File: src/hw/rtl/baro_temp_pressure_compensation_core_assert.svh
// assertion macros for the compensation core
`ifndef BARO_TEMP_PRESSURE_COMPENSATION_CORE_ASSERT_SVH
`define BARO_TEMP_PRESSURE_COMPENSATION_CORE_ASSERT_SVH

// same-cycle implication
`define BTPC_ASSERT_NOW(lbl, ante, cons, msg) \
  lbl: assert property (@(posedge clk) disable iff (!rst_n) (ante) |-> (cons)) \
    else $error(msg);

// next-cycle implication
`define BTPC_ASSERT_NEXT(lbl, ante, cons, msg) \
  lbl: assert property (@(posedge clk) disable iff (!rst_n) (ante) |=> (cons)) \
    else $error(msg);

`endif

File: src/hw/rtl/btpc_pkg.sv
// shared types, constants and helpers of the compensation core
package btpc_pkg;

  localparam int RAW_W     = 20;
  localparam int VALUE_W   = 40;
  localparam int DATA_W    = 64;
  localparam int FINE_W    = 32;
  localparam int CNT_W     = 7;
  localparam int CFG_IDX_W = 2;

  localparam logic [DATA_W-1:0] FINE_OFFSET = 64'd128000;
  localparam logic [DATA_W-1:0] PRESS_FULL  = 64'd1048576;
  localparam logic [DATA_W-1:0] NUM_SCALE   = 64'd3125;
  localparam logic [DATA_W-1:0] ROUND_T     = 64'd128;
  localparam logic [DATA_W-1:0] P1_BIAS     = 64'h0000_8000_0000_0000;

  localparam logic [CNT_W-1:0] NB_CAL   = 7'd16;
  localparam logic [CNT_W-1:0] NB_D2    = 7'd18;
  localparam logic [CNT_W-1:0] NB_A     = 7'd34;
  localparam logic [CNT_W-1:0] NB_P1    = 7'd17;
  localparam logic [CNT_W-1:0] NB_SCALE = 7'd13;
  localparam logic [CNT_W-1:0] NB_X     = 7'd51;

  typedef enum logic [CFG_IDX_W-1:0] {
    REG_TEMP_CALIB,
    REG_PRESS_A,
    REG_PRESS_B,
    REG_PRESS_LAST
  } cfg_reg_t;

  typedef enum logic {
    OP_TEMP,
    OP_PRESS
  } op_t;

  typedef enum logic [4:0] {
    ST_IDLE,
    ST_T_DIFF,
    ST_T_V1,
    ST_T_SQ,
    ST_T_V2,
    ST_T_FINE,
    ST_T_OUT,
    ST_P_A,
    ST_P_AA,
    ST_P_B6,
    ST_P_B5,
    ST_P_B4,
    ST_P_AA3,
    ST_P_A3,
    ST_P_A2,
    ST_P_P1,
    ST_P_CHK,
    ST_P_N3125,
    ST_P_DIV,
    ST_P_X9,
    ST_P_XX,
    ST_P_B8,
    ST_P_SUM1,
    ST_P_SUM2,
    ST_P_OUT
  } state_t;

  typedef struct packed {
    logic              start;
    logic [CNT_W-1:0]  nbits;
    logic [DATA_W-1:0] mcand;
    logic [DATA_W-1:0] mplier;
  } mul_req_t;

  typedef struct packed {
    logic              done;
    logic [DATA_W-1:0] prod;
  } mul_rsp_t;

  typedef struct packed {
    logic              start;
    logic [DATA_W-1:0] num;
    logic [DATA_W-1:0] den;
  } div_req_t;

  typedef struct packed {
    logic              done;
    logic [DATA_W-1:0] quo;
  } div_rsp_t;

  function automatic logic [DATA_W-1:0] sx16(input logic [15:0] x);
    return {{(DATA_W-16){x[15]}}, x};
  endfunction

  function automatic logic [DATA_W-1:0] sx32(input logic [31:0] x);
    return {{(DATA_W-32){x[31]}}, x};
  endfunction

  function automatic logic [DATA_W-1:0] asr(input logic [DATA_W-1:0] v,
                                            input logic [5:0] s);
    return DATA_W'($signed(v) >>> s);
  endfunction

endpackage

File: src/hw/rtl/btpc_mul.sv
// bit-serial signed multiplier, product modulo 2^64
module btpc_mul (
  input  logic               clk,
  input  logic               rst_n,
  input  btpc_pkg::mul_req_t req,
  output btpc_pkg::mul_rsp_t rsp
);

  logic                            busy_r, busy_nxt;
  logic                            done_r, done_nxt;
  logic [btpc_pkg::CNT_W-1:0]      cnt_r, cnt_nxt;
  logic [btpc_pkg::DATA_W-1:0]     acc_r, acc_nxt;
  logic [btpc_pkg::DATA_W-1:0]     mc_r, mc_nxt;
  logic [btpc_pkg::DATA_W-1:0]     mp_r, mp_nxt;

  always_comb begin
    busy_nxt = busy_r;
    done_nxt = 1'b0;
    cnt_nxt  = cnt_r;
    acc_nxt  = acc_r;
    mc_nxt   = mc_r;
    mp_nxt   = mp_r;
    if (req.start) begin
      busy_nxt = 1'b1;
      cnt_nxt  = req.nbits;
      acc_nxt  = '0;
      mc_nxt   = req.mcand;
      mp_nxt   = req.mplier;
    end else if (busy_r) begin
      // top multiplier bit carries negative weight
      if (mp_r[0]) begin
        acc_nxt = (cnt_r == btpc_pkg::CNT_W'(1)) ? acc_r - mc_r : acc_r + mc_r;
      end
      mc_nxt  = mc_r << 1;
      mp_nxt  = mp_r >> 1;
      cnt_nxt = cnt_r - btpc_pkg::CNT_W'(1);
      if (cnt_r == btpc_pkg::CNT_W'(1)) begin
        busy_nxt = 1'b0;
        done_nxt = 1'b1;
      end
    end
  end

  always_ff @(posedge clk) begin
    if (!rst_n) begin
      busy_r <= 1'b0;
      done_r <= 1'b0;
    end else begin
      busy_r <= busy_nxt;
      done_r <= done_nxt;
    end
    cnt_r <= cnt_nxt;
    acc_r <= acc_nxt;
    mc_r  <= mc_nxt;
    mp_r  <= mp_nxt;
  end

  assign rsp.done = done_r;
  assign rsp.prod = acc_r;

endmodule

File: config.mk
export PLATFORM = sky130hd
export DESIGN_NAME = btpc_mul
export DESIGN_NICKNAME = d
export VERILOG_FILES = /design/src/hw/rtl/baro_temp_pressure_compensation_core_assert.svh /design/src/hw/rtl/btpc_pkg.sv /design/src/hw/rtl/btpc_mul.sv
export SDC_FILE = /design/constraint.sdc
export NUM_CORES = 1
export LEC_CHECK = 0
export ABC_AREA = 1
export BUFFER_PORTS_ARGS = -buffer_cell sky130_fd_sc_hd__buf_2
export CAP_MARGIN = 0
export CELL_PAD_IN_SITES_DETAIL_PLACEMENT = 2
export CELL_PAD_IN_SITES_GLOBAL_PLACEMENT = 2
export CORE_MARGIN = 1.5
export CORE_UTILIZATION = 35
export CTS_CLUSTER_DIAMETER = 40
export DETAILED_ROUTE_END_ITERATION = 16
export PLACE_DENSITY = 0.9
export RECOVER_POWER = 25
export SYNTH_ARGS = -nofsm -noshare
export SYNTH_HDL_FRONTEND = slang
export SYNTH_SLANG_ARGS = --single-unit
File: constraint.sdc
create_clock -name clk -period 9.35 [get_ports clk]
set_clock_uncertainty 0.2 [all_clocks]
set_input_delay 0.935 -clock clk [delete_from_list [all_inputs] [get_ports clk]]
set_output_delay 0.935 -clock clk [all_outputs]
set_load 0.03 [all_outputs]
==> report_table.html <==
<table>
<tr><th>Metric</th><th>Value</th></tr>
<tr><th colspan="2">Synth</th></tr>
<tr><td>Synth Net Count</td><td>2,480</td></tr>
<tr><td>Xor-xnor portion of the synthesized cell area</td><td>5.59%</td></tr>
<tr><td>Number of warning messages in the yosys log</td><td>0</td></tr>
<tr><td>Synthesis-stage register bit count</td><td>201</td></tr>
<tr><td>Area fraction in compound gates after synthesis</td><td>10.6%</td></tr>
<tr><td>Fraction of the mapped netlist area in simple logic gates</td><td>33.1%</td></tr>
<tr><td>Fraction of synthesis flops using an asynchronous set or reset pin</td><td>0%</td></tr>
<tr><td>Total standard cell area after synthesis</td><td>0.0150 mm^2</td></tr>
<tr><td>Fraction of the mapped netlist area in adder cells</td><td>5.62%</td></tr>
<tr><td>Synth Area per Inst</td><td>6.61 um^2</td></tr>
<tr><td>Share of synthesized area occupied by flip-flops and latches</td><td>35.7%</td></tr>
<tr><td>Combinational family with the most area after synthesis</td><td>simple AND/OR/NAND/NOR gates</td></tr>
<tr><td>Top flip-flop cell by instance count after synthesis</td><td>edfxtp_1</td></tr>
<tr><td>Number of distinct library cell variants in the gate-level netlist after synthesis</td><td>47</td></tr>
<tr><td>Mux share of post-synthesis cell area</td><td>0%</td></tr>
<tr><td>EDFF count, synth</td><td>135</td></tr>
<tr><td>Gate count of the mapped netlist</td><td>2,275</td></tr>
<tr><th colspan="2">Power and ir drop</th></tr>
<tr><td>Cell Int Power</td><td>0.00243 W</td></tr>
<tr><td>Switching share of power</td><td>35.6%</td></tr>
<tr><td>Clock Power Share</td><td>46.9%</td></tr>
<tr><td>Reg power frac</td><td>30.3%</td></tr>
<tr><td>Worst IR drop on VDD</td><td>147 uV</td></tr>
<tr><td>Switching power summed over all nets</td><td>0.00134 W</td></tr>
<tr><td>Combinational Power Share</td><td>22.8%</td></tr>
<tr><td>Cell Pwr Density</td><td>207 mW/mm^2</td></tr>
<tr><td>Leakage</td><td>9.03 nW</td></tr>
<tr><th colspan="2">Clock network</th></tr>
<tr><td>Worst skew pair latency</td><td>0.62 ns</td></tr>
<tr><td>Number of cells upsized or downsized after cts</td><td>0</td></tr>
<tr><td>Buffer count from post-CTS setup fixing</td><td>0</td></tr>
<tr><td>Number of clock sinks seen by CTS</td><td>201</td></tr>
<tr><td>CTS tree</td><td>built</td></tr>
<tr><td>Number of buffers on the longest clock path</td><td>3</td></tr>
<tr><td>Clock buffers created by TritonCTS</td><td>48</td></tr>
<tr><td>Buffer cell driving the clock tree root</td><td>clkbuf_16</td></tr>
<tr><td>Maximum level of the CTS H-tree</td><td>2</td></tr>
<tr><td>Clock slew seen by the registers of the worst setup and hold paths</td><td>0.06 ns</td></tr>
<tr><td>CTS Hold Bufs</td><td>0</td></tr>
<tr><th colspan="2">Floorplanning</th></tr>
<tr><td>Die height</td><td>210 um</td></tr>
<tr><td>Total I/O pin count</td><td>203</td></tr>
<tr><td>CORE AREA</td><td>0.0421 mm^2</td></tr>
<tr><td>Number of placement rows</td><td>75</td></tr>
<tr><td>Starting density of the core</td><td>35.7%</td></tr>
<tr><td>Floorplan die area</td><td>0.0442 mm^2</td></tr>
<tr><td>Die W</td><td>210 um</td></tr>
<tr><th colspan="2">Drt</th></tr>
<tr><td>Remaining design rule violation count</td><td>0</td></tr>
<tr><td>Number of vias in the routed layout</td><td>16,668</td></tr>
<tr><td>Average routed wire per standard cell</td><td>23.9 um</td></tr>
<tr><td>DRC violation total after the first TritonRoute iteration</td><td>863</td></tr>
<tr><td>Sum of routed wire length over all layers</td><td>73.2 mm</td></tr>
<tr><td>Via-per-instance ratio</td><td>5.45</td></tr>
<tr><td>Number of optimization iterations in the first detailed-route pass</td><td>4</td></tr>
<tr><td>Number of antenna-violating nets in the routed design</td><td>0</td></tr>
<tr><th colspan="2">Cells and area</th></tr>
<tr><td>Layout overhead on the synthesized area</td><td>21.0%</td></tr>
<tr><td>Post-layout net count</td><td>2,682</td></tr>
<tr><td>Post-route insts no fill</td><td>3,060</td></tr>
<tr><td>Final Util</td><td>43.2%</td></tr>
<tr><td>Fraction of final layout cells sized beyond drive strength 1</td><td>10.9%</td></tr>
<tr><th colspan="2">Job</th></tr>
<tr><td>Max Cap Violations</td><td>2</td></tr>
<tr><th colspan="2">STA</th></tr>
<tr><td>Final critical-path share of the clock period</td><td>73.6%</td></tr>
<tr><td>Max Fclk</td><td>0.145 GHz</td></tr>
<tr><td>Count of pins over their slew limit</td><td>181</td></tr>
<tr><td>Final setup violation count</td><td>0</td></tr>
<tr><td>Slew at the pin closest to its max-slew limit</td><td>4.52 ns</td></tr>
<tr><td>Setup Total Neg Slack</td><td>0 ns</td></tr>
<tr><td>Final hold vios</td><td>0</td></tr>
<tr><td>Unrepaired setup endpoints after global routing</td><td>no</td></tr>
<tr><td>Slew margin rel.</td><td>-202%</td></tr>
<tr><td>Fin crit period</td><td>6.88 ns</td></tr>
<tr><th colspan="2">Setup path</th></tr>
<tr><td>Setup crit start kind</td><td>primary input</td></tr>
<tr><td>CP required</td><td>9.64 ns</td></tr>
<tr><td>Element type at the critical path end</td><td>flip-flop</td></tr>
<tr><td>Worst-path fanout max</td><td>90</td></tr>
<tr><td>Data arrival time of the worst path</td><td>7.17 ns</td></tr>
<tr><td>Kind of critical path</td><td>primary input to flip-flop</td></tr>
<tr><th colspan="2">Place</th></tr>
<tr><td>Port Buf Inserts</td><td>202</td></tr>
<tr><td>RD Place Congestion</td><td>0.934</td></tr>
<tr><td>Post-Place Cells</td><td>2,966</td></tr>
<tr><td>HPWL reported at the end of detailed placement</td><td>51.5 mm</td></tr>
<tr><th colspan="2">Global routing</th></tr>
<tr><td>Number of global-route vias before repair</td><td>18,610</td></tr>
<tr><td>Antenna violations before repair</td><td>10</td></tr>
<tr><td>Largest net degree at the start of global routing</td><td>91</td></tr>
<tr><td>Remaining global-route overflow</td><td>0</td></tr>
<tr><td>Total track usage</td><td>33.0%</td></tr>
<tr><td>Wire length of the first global-routing pass</td><td>111 mm</td></tr>
<tr><th colspan="2">Hold path</th></tr>
<tr><td>Class of the most critical hold timing path</td><td>flip-flop to flip-flop</td></tr>
<tr><th colspan="2">Outcome</th></tr>
<tr><td>Violated checks</td><td>max-capacitance violations, max-slew violations</td></tr>
<tr><td>Run status</td><td>finished, violations left</td></tr>
</table>
## synth_stat cells (3+ instances only)
library cell / count / share of area, %
a21o_1: 5 / 0.25
a21oi_1: 97 / 3.2
a31oi_1: 4 / 0.17
buf_1: 10 / 0.25
buf_2: 3 / 0.10
clkbuf_1: 43 / 1.1
dfxtp_1: 66 / 8.8
edfxtp_1: 135 / 27
ha_1: 66 / 5.5
inv_1: 309 / 7.7
inv_2: 5 / 0.12
nand2_1: 727 / 18
nand2_2: 3 / 0.12
nand3_1: 82 / 2.7
nand4_1: 23 / 0.96
nor2_1: 363 / 9.1
nor2_2: 3 / 0.12
nor2_4: 3 / 0.22
nor3_1: 21 / 0.70
nor4_1: 11 / 0.46
o21a_1: 4 / 0.20
o21ai_0: 148 / 4.9
o21ai_1: 3 / 0.10
o21bai_1: 19 / 0.95
o31ai_1: 3 / 0.15
xnor2_1: 5 / 0.29
xor2_1: 91 / 5.3
## area by class of cell
class / count / area [um^2]
antenna: 5 / 12.5
clock buffer: 61 / 1330
clock inverter: 28 / 343
fill: 5032 / 23900
inverter: 315 / 1180
multi-input combinational: 1702 / 8270
sequential: 201 / 5380
tap: 539 / 674
timing repair buffer: 209 / 1000
## flip-flops by register name (all words and copies together), names as in the netlist
register / flops
mc_r: 64
mp_r: 64
cnt_r: 7
done_r: 1
acc_r: 64
busy_r: 1
## cells in the final DEF (no fill, tap or decap), types with 48 or more instances in the layout
cell type  count
a21oi_1       97
buf_2        157
clkbuf_1      51
clkbuf_16     48
dfxtp_1       66
edfxtp_1     135
ha_1          66
inv_1        309
nand2_1      726
nand3_1       81
nor2_1       363
o21ai_0      148
xor2_1        91
## cells by family after synthesis
| family | Yosys count |
|---|---|
| compound gates | 294 |
| flops | 201 |
| xor+xnor | 96 |
| buf+inv | 372 |
| fa+ha+maj | 67 |
| simple gates | 1245 |
## worst paths after layout
check | startpoint | to | slack (ns) | depth (start not counted)
setup reg to reg | cnt_r[4] | acc_r[51] | 4.19 | 21
hold / removal | mp_r[56] | mp_r[55] | 0.32 | 2
setup / recovery | req[135] | acc_r[2] | 2.47 | 5
hold reg to reg | mp_r[56] | mp_r[55] | 0.32 | 2
## stage by stage
| stage | hold slack [ns] | total power (W) | instance area (um^2) | worst slack [ns] |
|---|---|---|---|---|
| finish | 0.319 | 0.00377 | 18200 | 2.47 |
| CTS | 0.324 | 0.00378 | 18200 | 4.29 |
| global placement | 0.274 | 0.00190 | 16600 | 4.70 |
| floorplan | 0.233 | 0.00165 | 15000 | 4.45 |
| global route | 0.335 | 0.00391 | 18200 | 2.02 |
| detailed placement | 0.289 | 0.00196 | 16600 | 4.50 |
## power by group through the flow
stage,registers [W],clock network (W),logic (W)
after detailed placement,0.00115,0,0.000809
after floorplan,0.00116,0,0.000485
after global placement,0.00114,0,0.000763
after global routing,0.00115,0.00183,0.000932
final,0.00114,0.00177,0.000860
after CTS,0.00114,0.00179,0.000848
## critical path, cell delays in order
cell      delay [ns]
clkbuf_1        1.34
inv_2           0.51
clkbuf_1        3.21
o21ai_0         0.70
a21oi_1         0.35
## metal layers
layer,part of all wire (%),up-vias,GRT usage (%)
li1,-,7642,-
met1,41,8327,39.2
met2,49,503,58.4
met3,5.0,190,5.48
met4,4.4,6,14.7
met5,0.063,-,0
Note: power is estimated with default switching activity, not from simulation.
