--- config.mk ---
export PLATFORM = sky130hd
export DESIGN_NAME = btpc_div
export DESIGN_NICKNAME = d
export VERILOG_FILES = /design/src/hw/rtl/baro_temp_pressure_compensation_core_assert.svh /design/src/hw/rtl/btpc_pkg.sv /design/src/hw/rtl/btpc_div.sv
export SDC_FILE = /design/constraint.sdc
export NUM_CORES = 1
export LEC_CHECK = 0
export ABC_CLOCK_PERIOD_IN_PS = 9500
export BUFFER_PORTS_ARGS = -buffer_cell sky130_fd_sc_hd__buf_2
export CAP_MARGIN = 30
export CORE_UTILIZATION = 50
export CTS_BUF_LIST = sky130_fd_sc_hd__clkbuf_2 sky130_fd_sc_hd__clkbuf_4 sky130_fd_sc_hd__clkbuf_8
export DETAILED_ROUTE_END_ITERATION = 10
export GPL_TIMING_DRIVEN = 0
export HOLD_SLACK_MARGIN = 0.12
export PLACE_DENSITY = 0.75
export REMOVE_ABC_BUFFERS = 1
export SLEW_MARGIN = 20
export SYNTH_ARGS = -nofsm -noshare
export SYNTH_HDL_FRONTEND = slang
export SYNTH_SLANG_ARGS = --single-unit
--- constraint.sdc ---
create_clock -name clk -period 9.5 [get_ports clk]
set_clock_uncertainty 0.05 [all_clocks]
set_input_delay 1.425 -clock clk [delete_from_list [all_inputs] [get_ports clk]]
set_output_delay 1.425 -clock clk [all_outputs]
set_load 0.01 [all_outputs]
--- src/hw/rtl/baro_temp_pressure_compensation_core_assert.svh ---
// assertion macros for the compensation core
`ifndef BARO_TEMP_PRESSURE_COMPENSATION_CORE_ASSERT_SVH
`define BARO_TEMP_PRESSURE_COMPENSATION_CORE_ASSERT_SVH

// same-cycle implication
`define BTPC_ASSERT_NOW(lbl, ante, cons, msg) \
  lbl: assert property (@(posedge clk) disable iff (!rst_n) (ante) |-> (cons)) \
    else $error(msg);

// next-cycle implication
`define BTPC_ASSERT_NEXT(lbl, ante, cons, msg) \
  lbl: assert property (@(posedge clk) disable iff (!rst_n) (ante) |=> (cons)) \
    else $error(msg);

`endif

--- src/hw/rtl/btpc_pkg.sv ---
// shared types, constants and helpers of the compensation core
package btpc_pkg;

  localparam int RAW_W     = 20;
  localparam int VALUE_W   = 40;
  localparam int DATA_W    = 64;
  localparam int FINE_W    = 32;
  localparam int CNT_W     = 7;
  localparam int CFG_IDX_W = 2;

  localparam logic [DATA_W-1:0] FINE_OFFSET = 64'd128000;
  localparam logic [DATA_W-1:0] PRESS_FULL  = 64'd1048576;
  localparam logic [DATA_W-1:0] NUM_SCALE   = 64'd3125;
  localparam logic [DATA_W-1:0] ROUND_T     = 64'd128;
  localparam logic [DATA_W-1:0] P1_BIAS     = 64'h0000_8000_0000_0000;

  localparam logic [CNT_W-1:0] NB_CAL   = 7'd16;
  localparam logic [CNT_W-1:0] NB_D2    = 7'd18;
  localparam logic [CNT_W-1:0] NB_A     = 7'd34;
  localparam logic [CNT_W-1:0] NB_P1    = 7'd17;
  localparam logic [CNT_W-1:0] NB_SCALE = 7'd13;
  localparam logic [CNT_W-1:0] NB_X     = 7'd51;

  typedef enum logic [CFG_IDX_W-1:0] {
    REG_TEMP_CALIB,
    REG_PRESS_A,
    REG_PRESS_B,
    REG_PRESS_LAST
  } cfg_reg_t;

  typedef enum logic {
    OP_TEMP,
    OP_PRESS
  } op_t;

  typedef enum logic [4:0] {
    ST_IDLE,
    ST_T_DIFF,
    ST_T_V1,
    ST_T_SQ,
    ST_T_V2,
    ST_T_FINE,
    ST_T_OUT,
    ST_P_A,
    ST_P_AA,
    ST_P_B6,
    ST_P_B5,
    ST_P_B4,
    ST_P_AA3,
    ST_P_A3,
    ST_P_A2,
    ST_P_P1,
    ST_P_CHK,
    ST_P_N3125,
    ST_P_DIV,
    ST_P_X9,
    ST_P_XX,
    ST_P_B8,
    ST_P_SUM1,
    ST_P_SUM2,
    ST_P_OUT
  } state_t;

  typedef struct packed {
    logic              start;
    logic [CNT_W-1:0]  nbits;
    logic [DATA_W-1:0] mcand;
    logic [DATA_W-1:0] mplier;
  } mul_req_t;

  typedef struct packed {
    logic              done;
    logic [DATA_W-1:0] prod;
  } mul_rsp_t;

  typedef struct packed {
    logic              start;
    logic [DATA_W-1:0] num;
    logic [DATA_W-1:0] den;
  } div_req_t;

  typedef struct packed {
    logic              done;
    logic [DATA_W-1:0] quo;
  } div_rsp_t;

  function automatic logic [DATA_W-1:0] sx16(input logic [15:0] x);
    return {{(DATA_W-16){x[15]}}, x};
  endfunction

  function automatic logic [DATA_W-1:0] sx32(input logic [31:0] x);
    return {{(DATA_W-32){x[31]}}, x};
  endfunction

  function automatic logic [DATA_W-1:0] asr(input logic [DATA_W-1:0] v,
                                            input logic [5:0] s);
    return DATA_W'($signed(v) >>> s);
  endfunction

endpackage

--- src/hw/rtl/btpc_div.sv ---
// restoring signed divider, one quotient bit per cycle, truncates toward zero
module btpc_div (
  input  logic               clk,
  input  logic               rst_n,
  input  btpc_pkg::div_req_t req,
  output btpc_pkg::div_rsp_t rsp
);

  logic                          busy_r, busy_nxt;
  logic                          done_r, done_nxt;
  logic                          neg_r, neg_nxt;
  logic [btpc_pkg::CNT_W-1:0]    cnt_r, cnt_nxt;
  logic [btpc_pkg::DATA_W-1:0]   rem_r, rem_nxt;
  logic [btpc_pkg::DATA_W-1:0]   quo_r, quo_nxt;
  logic [btpc_pkg::DATA_W-1:0]   den_r, den_nxt;
  logic [btpc_pkg::DATA_W:0]     rem_sh;
  logic [btpc_pkg::DATA_W:0]     rem_sub;

  always_comb begin
    busy_nxt = busy_r;
    done_nxt = 1'b0;
    neg_nxt  = neg_r;
    cnt_nxt  = cnt_r;
    rem_nxt  = rem_r;
    quo_nxt  = quo_r;
    den_nxt  = den_r;
    rem_sh   = {rem_r, quo_r[btpc_pkg::DATA_W-1]};
    rem_sub  = rem_sh - {1'b0, den_r};
    if (req.start) begin
      busy_nxt = 1'b1;
      cnt_nxt  = btpc_pkg::CNT_W'(btpc_pkg::DATA_W);
      neg_nxt  = req.num[btpc_pkg::DATA_W-1] ^ req.den[btpc_pkg::DATA_W-1];
      rem_nxt  = '0;
      quo_nxt  = req.num[btpc_pkg::DATA_W-1] ? -req.num : req.num;
      den_nxt  = req.den[btpc_pkg::DATA_W-1] ? -req.den : req.den;
    end else if (busy_r) begin
      if (!rem_sub[btpc_pkg::DATA_W]) begin
        rem_nxt = rem_sub[btpc_pkg::DATA_W-1:0];
        quo_nxt = {quo_r[btpc_pkg::DATA_W-2:0], 1'b1};
      end else begin
        rem_nxt = rem_sh[btpc_pkg::DATA_W-1:0];
        quo_nxt = {quo_r[btpc_pkg::DATA_W-2:0], 1'b0};
      end
      cnt_nxt = cnt_r - btpc_pkg::CNT_W'(1);
      if (cnt_r == btpc_pkg::CNT_W'(1)) begin
        busy_nxt = 1'b0;
        done_nxt = 1'b1;
      end
    end
  end

  always_ff @(posedge clk) begin
    if (!rst_n) begin
      busy_r <= 1'b0;
      done_r <= 1'b0;
    end else begin
      busy_r <= busy_nxt;
      done_r <= done_nxt;
    end
    neg_r <= neg_nxt;
    cnt_r <= cnt_nxt;
    rem_r <= rem_nxt;
    quo_r <= quo_nxt;
    den_r <= den_nxt;
  end

  assign rsp.done = done_r;
  assign rsp.quo  = neg_r ? -quo_r : quo_r;

endmodule

==> impl_metrics.py, run 1 <==
metrics = {
    "critical_path": {
        "cp.required_ns": 8.03,
        "ff2ff_setup_slack_ns": 4.96,
        "r2r_start": "quo_r[63]$_DFFE_PP_",
        "r2r-end": "rem_r[13]$_SDFFE_PP0P_",
        "crit_path_end_kind": "primary output",
        "setup.worst_path.start_class": "flip-flop",
        "path_max_fanout": 7,
        "crit_type": "flip-flop to primary output",
        "r2r_cells": 15,
        "arrival_ns": 4.73,
    },
    "floorplanning": {
        "io_pins": 196,
        "fp-row-count": 64,
        "dieArea_mm2": 0.03217,
        "die_x_um": 179.4,
        "core_mm2": 0.03075,
        "die_y_um": 179.4,
        "start_util_pct": 51.15,
    },
    "synthesis": {
        "synth_top_area_share_pct": 24.63,
        "synthCells": 1838,
        "synth.yosys.seq_area_share_pct": 33.92,
        "syn-cell-area_mm2": 0.01573,
        "synth.avg_cell_area_um2": 8.558,
        "synth_edf_count": 129,
        "synthXorXnorAreaFrac_pct": 13.48,
        "synth_compound_area_share_pct": 21.29,
        "synth_top_area_cell": "edfxtp_1",
        "synth_common_cells": "nor2_1, xnor2_1, a21oi_1",
        "synth_fa_ha_area_share_pct": 5.616,
        "synth_warnings": 0,
        "ys_types": 69,
        "ys.flop_type": "edfxtp_1",
        "yosys-top-cells-area": "edfxtp_1, dfxtp_1, xnor2_1",
        "synth_seq_cells": 202,
        "async_reset_ff_share_pct": 0,
        "synth_top_family_by_area": "compound AO/OA/AOI/OAI gates",
        "synthMuxAreaShare_pct": 3.206,
        "yosys.cell_count.top_type": "nor2_1",
        "synthSimpleGateAreaFrac_pct": 17.84,
    },
    "clocking": {
        "cts_sinks": 202,
        "postCtsHoldBufs": 0,
        "cts_buffers": 38,
        "clk_pin_slew_ns": 0.06,
        "cts_tree": "built",
        "post_cts_buffers": 0,
        "clkLatencyLatePin_ns": 0.56,
        "cts_resized": 0,
        "cts-root-buf": "clkbuf_8",
        "clock_path_buffers": 3,
        "h-tree-depth": 2,
    },
    "worst_hold_path": {
        "hold_path_depth": 2,
        "holdPathEnd": "rem_r[58]$_SDFFE_PP0P_",
        "min_path_type": "flip-flop to flip-flop",
        "min_from": "rem_r[58]$_SDFFE_PP0P_",
    },
    "timing": {
        "tightest_slew_ns": 0.9541,
        "rsz0062_at_grt": "false",
        "maxSlewHeadroom_pct": 35.81,
        "setup_violations": 0,
        "min_period_ns": 6.201,
        "slew_viol_final": 0,
        "fin_crit_sh_pct": 65.27,
        "fmaxAchievable_ghz": 0.1613,
        "hold_viol": 0,
    },
    "status": {
        "status": "finished, final reports clean",
    },
    "layout": {
        "num-nets-final": 2193,
        "drive_gt1_share_pct": 15.28,
        "finalInstanceArea_mm2": 0.01791,
        "final_cells": 2421,
        "syn2layout_area_growth_pct": 13.86,
        "final.fill_count": 2782,
    },
    "place": {
        "dpl-instance-area_mm2": 0.01710,
        "gp_congestion": 0.9093,
        "numPortBuffers": 195,
        "dp_cells": 2347,
        "dp_hpwl_um": 31690,
    },
    "detailed_routing": {
        "avgRoutedWirePerCell_um": 17.46,
        "drc": 0,
        "drt_first_pass_iters": 7,
        "wirelength_um": 42260,
        "drt_iter0_drc": 943,
        "antenna_left": 0,
        "vias": 14381,
        "via_per_inst": 5.940,
    },
    "power_and_ir_drop": {
        "powerDensity_mw_per_mm2": 156.3,
        "power_mw": 2.799,
        "power.leakage_nw": 6.909,
        "ir_worst_vdd_uv": 102.1,
    },
    "global_routing": {
        "grt_pass1_vias": 13544,
        "grt_max_degree": 129,
        "antenna_found_initial": 5,
        "grtUsageTotal_pct": 26.22,
        "overflow": 0,
        "grt_pass1_wl_um": 67730,
    },
    "run": {
        "cap_violations": 0,
    },
}
## kinds of logic after synthesis
family,Yosys count
and+or+nand+nor,556
AOI/OAI and AO/OA,525
xor gates and xnor gates,242
DFF,202
buffers and inverters,193
adders and majority gates,70
muxes,50
## area by class of cell
cell class / count / area (um^2) / share of cell area, %
diodes: 3 / 7.507 / 0.04192
inverters: 98 / 370.4 / 2.068
well taps: 396 / 495.5 / 2.767
repair buffers: 209 / 1230 / 6.868
clock buffers: 52 / 659.4 / 3.682
multi-input cells: 1443 / 9684 / 54.08
clock inverters: 18 / 122.6 / 0.6847
flip-flops and latches: 202 / 5339 / 29.81
## per-layer routing
metal	track usage [%]	up-vias	share of wire, %
met5	0	-	0.069
li1	-	7071	-
met4	7.283	4	2.4
met2	44.04	498	47
met1	34.07	6724	43
met3	5.338	84	7.5
## metrics by stage
stage | worst slack [ns] | hold slack (ns) | setup TNS, ns | util [%]
6_report | 3.300 | 0.4341 | 0 | 58.24
5_1_grt | 3.091 | 0.4634 | 0 | 58.22
4_1_cts | 3.280 | 0.4354 | 0 | 58.15
3_5_place_dp | 3.711 | 0.4250 | 0 | 55.61
3_3_place_gp | -6.260 | 0.4166 | -259.17 | 54.75
2_1_floorplan | -0.7405 | 0.4026 | -11.97 | -
## placed cells by master (no fill, tap or decap), types with 6 or more instances in the layout
cell type  Yosys  layout
a211oi_1      46      45
a21o_1        23      23
a21oi_1      147     147
a31oi_1       12      12
and2_1        11      11
and3_1        13      13
buf_2          0     194
buf_8          0       6
clkbuf_4       0       9
clkbuf_8       0      43
clkinv_2       0       9
dfxtp_1       73      72
edfxtp_1     129     129
ha_1          69      69
inv_1         98      97
mux2i_1       47      47
nand2_1      144     144
nand2b_1      23      23
nand3_1       18      18
nand4_1       27      27
nor2_1       158     156
nor2b_1       13      13
nor3_1        18      18
nor4_1        11      11
o2111ai_1      7       7
o211ai_1       9       9
o21a_1        12      12
o21ai_0      122     122
o21bai_1      10      10
o31a_1         6       6
o31ai_1       67      67
o41ai_1       24      24
or2_2          9       9
or3_1         52      52
or4_1         29      29
xnor2_1      155     155
xor2_1        87      87
## power breakdown
part           internal (mW)  leakage (nW)  total (mW)  switching, mW
logic                  0.329          4.63       0.800          0.471
registers               1.03          1.86        1.11         0.0705
clock network          0.483         0.416       0.894          0.411
## flip-flops by register name, indices dropped and copies added, names as in the netlist
signal  cells
rem_r      64
done_r      1
neg_r       1
busy_r      1
den_r      64
cnt_r       7
quo_r      64
## worst max-delay path by stage
| stage | startpoint | endpoint | slack, ns | depth (start not counted) |
|---|---|---|---|---|
| after floorplan | quo_r[63]$_DFFE_PP_ | rem_r[42]$_SDFFE_PP0P_ | -0.74 | 13 |
| after global placement | quo_r[63]$_DFFE_PP_ | rem_r[42]$_SDFFE_PP0P_ | -6.26 | 13 |
| after detailed placement | req[15] | den_r[59]$_DFFE_PP_ | 3.71 | 11 |
| after CTS | quo_r[10]$_DFFE_PP_ | rsp[62] | 3.28 | 11 |
| after global routing | quo_r[10]$_DFFE_PP_ | rsp[58] | 3.09 | 11 |
| final | quo_r[10]$_DFFE_PP_ | rsp[58] | 3.30 | 11 |
## critical path: stages, from the launching register on
cell and delay (ns):
edfxtp_1 0.44, or4_1 0.60, nor4_1 0.27, nor2b_1 0.34, nand2b_1 0.23, nand3b_1 0.33
or4_1 0.60, or2_2 0.40, or3_1 0.39, o21ai_0 0.23, xnor2_1 0.16, buf_2 0.16
Power figures use the tool's default switching activity.
==> run 2, diff against run 1 <==
Settings changed: ABC_AREA set to 1, ABC_CLOCK_PERIOD_IN_PS 9500 to 5300, PLACE_DENSITY 0.75 to 0.77.
Clock period 9.5 ns to 5.3 ns, I/O delays scaled along.
==> impl_metrics.py, run 2 <==
metrics = {
    "status": {
        "status": "finished, final reports clean",
    },
    "synthesis": {
        "synth_warnings": 0,
        "synth_edf_count": 129,
        "yosys.cell_count.top_type": "nand2_1",
        "synth.yosys.seq_area_share_pct": 26.38,
        "synth_common_cells": "nand2_1, inv_1, nor2_1",
        "synth_top_area_share_pct": 22.37,
        "syn-cell-area_mm2": 0.02022,
        "synthCells": 3431,
        "synth_top_area_cell": "nand2_1",
        "synth.avg_cell_area_um2": 5.894,
        "ys_types": 48,
        "ys.flop_type": "edfxtp_1",
        "async_reset_ff_share_pct": 0,
        "yosys-top-cells-area": "nand2_1, edfxtp_1, inv_1",
        "synth_seq_cells": 202,
    },
    "floorplanning": {
        "die_y_um": 203.1,
        "start_util_pct": 50.78,
        "fp-row-count": 73,
        "core_mm2": 0.03982,
        "dieArea_mm2": 0.04125,
        "io_pins": 196,
        "die_x_um": 203.1,
    },
    "clocking": {
        "clock_path_buffers": 3,
        "post_cts_buffers": 0,
        "postCtsHoldBufs": 0,
        "clk_pin_slew_ns": 0.06,
        "cts-root-buf": "clkbuf_8",
        "cts_sinks": 202,
        "cts_resized": 0,
        "cts_buffers": 38,
        "clkLatencyLatePin_ns": 0.62,
        "h-tree-depth": 2,
        "cts_tree": "built",
    },
    "critical_path": {
        "arrival_ns": 3.48,
        "r2r-end": "rem_r[33]$_SDFFE_PP0P_",
        "crit_type": "flip-flop to primary output",
        "r2r_cells": 19,
        "r2r_start": "quo_r[63]$_DFFE_PP_",
        "setup.worst_path.start_class": "flip-flop",
        "ff2ff_setup_slack_ns": 1.79,
        "crit_path_end_kind": "primary output",
        "cp.required_ns": 4.45,
        "path_max_fanout": 6,
    },
    "power_and_ir_drop": {
        "ir_worst_vdd_uv": 127.0,
        "power_mw": 4.776,
        "power.leakage_nw": 11.98,
        "powerDensity_mw_per_mm2": 211.3,
    },
    "detailed_routing": {
        "drc": 0,
        "avgRoutedWirePerCell_um": 16.01,
        "drt_iter0_drc": 2005,
        "drt_first_pass_iters": 6,
        "wirelength_um": 66910,
        "antenna_left": 0,
        "vias": 21623,
        "via_per_inst": 5.174,
    },
    "worst_hold_path": {
        "min_from": "rst_n",
        "holdPathEnd": "busy_r$_SDFF_PN0_",
        "hold_path_depth": 3,
        "min_path_type": "input port to flip-flop",
    },
    "layout": {
        "layout_commonest_cell": "nand2_1",
        "final_cell_mix": "nand2_1, inv_1, nor2_1",
        "drive_gt1_share_pct": 8.869,
        "reg_top3": "den_r: 64 flops, quo_r: 64 flops, rem_r: 64 flops",
        "num-nets-final": 3813,
        "final_core_util_pct": 56.77,
        "syn2layout_area_growth_pct": 11.81,
    },
    "place": {
        "gp_congestion": 1.017,
        "numPortBuffers": 195,
        "dp_hpwl_um": 54650,
    },
    "global_routing": {
        "grtUsageTotal_pct": 32.45,
        "grt_max_degree": 78,
        "overflow": 0,
        "grt_pass1_vias": 20438,
        "grt_pass1_wl_um": 104800,
        "antenna_found_initial": 15,
    },
    "timing": {
        "fmaxAchievable_ghz": 0.2312,
        "min_period_ns": 4.325,
        "hold_viol": 0,
        "fin_crit_sh_pct": 81.60,
        "tightest_slew_ns": 1.058,
        "slew_viol_final": 0,
        "maxSlewHeadroom_pct": 28.79,
        "rsz0062_at_grt": "false",
        "setup_violations": 0,
    },
    "run": {
        "cap_violations": 0,
    },
}
-- run 2: cell count changes in the layout (fill, tap and decap cells not counted), sizes merged, moves of 47 or more --
cell | before | now
or3 | 53 | 2
a21oi | 147 | 66
nand3 | 18 | 223
xnor2 | 155 | 54
nor2 | 158 | 382
mux2i | 47 | 0
inv | 100 | 686
nand2 | 144 | 1216
o31ai | 67 | 7
-- run 2: through the flow --
step	worst slack (ns)	std cells	hold slack, ns	cell area [um^2]	setup TNS, ns
finish	0.9753	4179	0.3602	22610	0
global route	0.8198	4174	0.3624	22600	0
detailed placement	1.739	4097	0.4022	21790	0
CTS	1.055	4167	0.3358	22580	0
global placement	-4.897	4085	0.3911	21520	-417.26
floorplan	0.1555	3365	0.3784	19890	0
-- run 2: cells by family after synthesis --
| kind of cell | Yosys count | share of synthesized area (%) |
|---|---|---|
| DFF | 202 | 26.38 |
| buffers and inverters | 753 | 14.41 |
| AOI/OAI and AO/OA | 228 | 6.070 |
| adders and majority gates | 70 | 4.369 |
| xor gates and xnor gates | 186 | 8.056 |
| and+or+nand+nor | 1992 | 40.71 |
-- run 2: worst max path at each step --
stage,endpoint,start,slack [ns],cells past startpoint
after floorplan,quo_r[0]$_DFFE_PP_,req[128],0.16,2
after global placement,quo_r[53]$_DFFE_PP_,req[128],-4.90,3
after detailed placement,rsp[50],quo_r[0]$_DFFE_PP_,1.74,14
after CTS,rsp[50],quo_r[0]$_DFFE_PP_,1.06,14
after global routing,rsp[36],quo_r[0]$_DFFE_PP_,0.82,12
final,rsp[36],quo_r[0]$_DFFE_PP_,0.98,12
-- run 2: area by class of cell --
cell class	count	area (um^2)
Clock inverter	21	181.4
Clock buffer	49	611.8
Timing Repair Buffer	207	1212
Inverter	687	2582
Fill cell	4174	17210
Tap cell	525	656.9
Sequential cell	202	5335
Multi-Input combinational cell	2476	12000
Antenna cell	12	30.03
-- run 2: critical path, cell delays in order (launching register included) --
cell and delay (ns):
edfxtp_1 0.40, inv_1 0.12, ha_1 0.22, nand3_2 0.16
nor2_1 0.24, inv_1 0.11, nor2_2 0.19, nand4_1 0.19
nor2_1 0.20, nand3_1 0.13, o21ai_2 0.24, xor2_1 0.45
buf_2 0.23
-- run 2: power by group --
| group | switching (mW) | internal [mW] |
|---|---|---|
| sequential | 0.101 | 1.82 |
| clock | 0.734 | 0.909 |
| combinational | 0.803 | 0.405 |
| total | 1.64 | 3.14 |
-- run 2: routing by layer --
metal | share of wire [%] | global-route usage [%]
met3 | 7.1 | 4.928
met2 | 46 | 55.17
met4 | 5.7 | 18.42
met1 | 41 | 39.02
met5 | 0.075 | 0
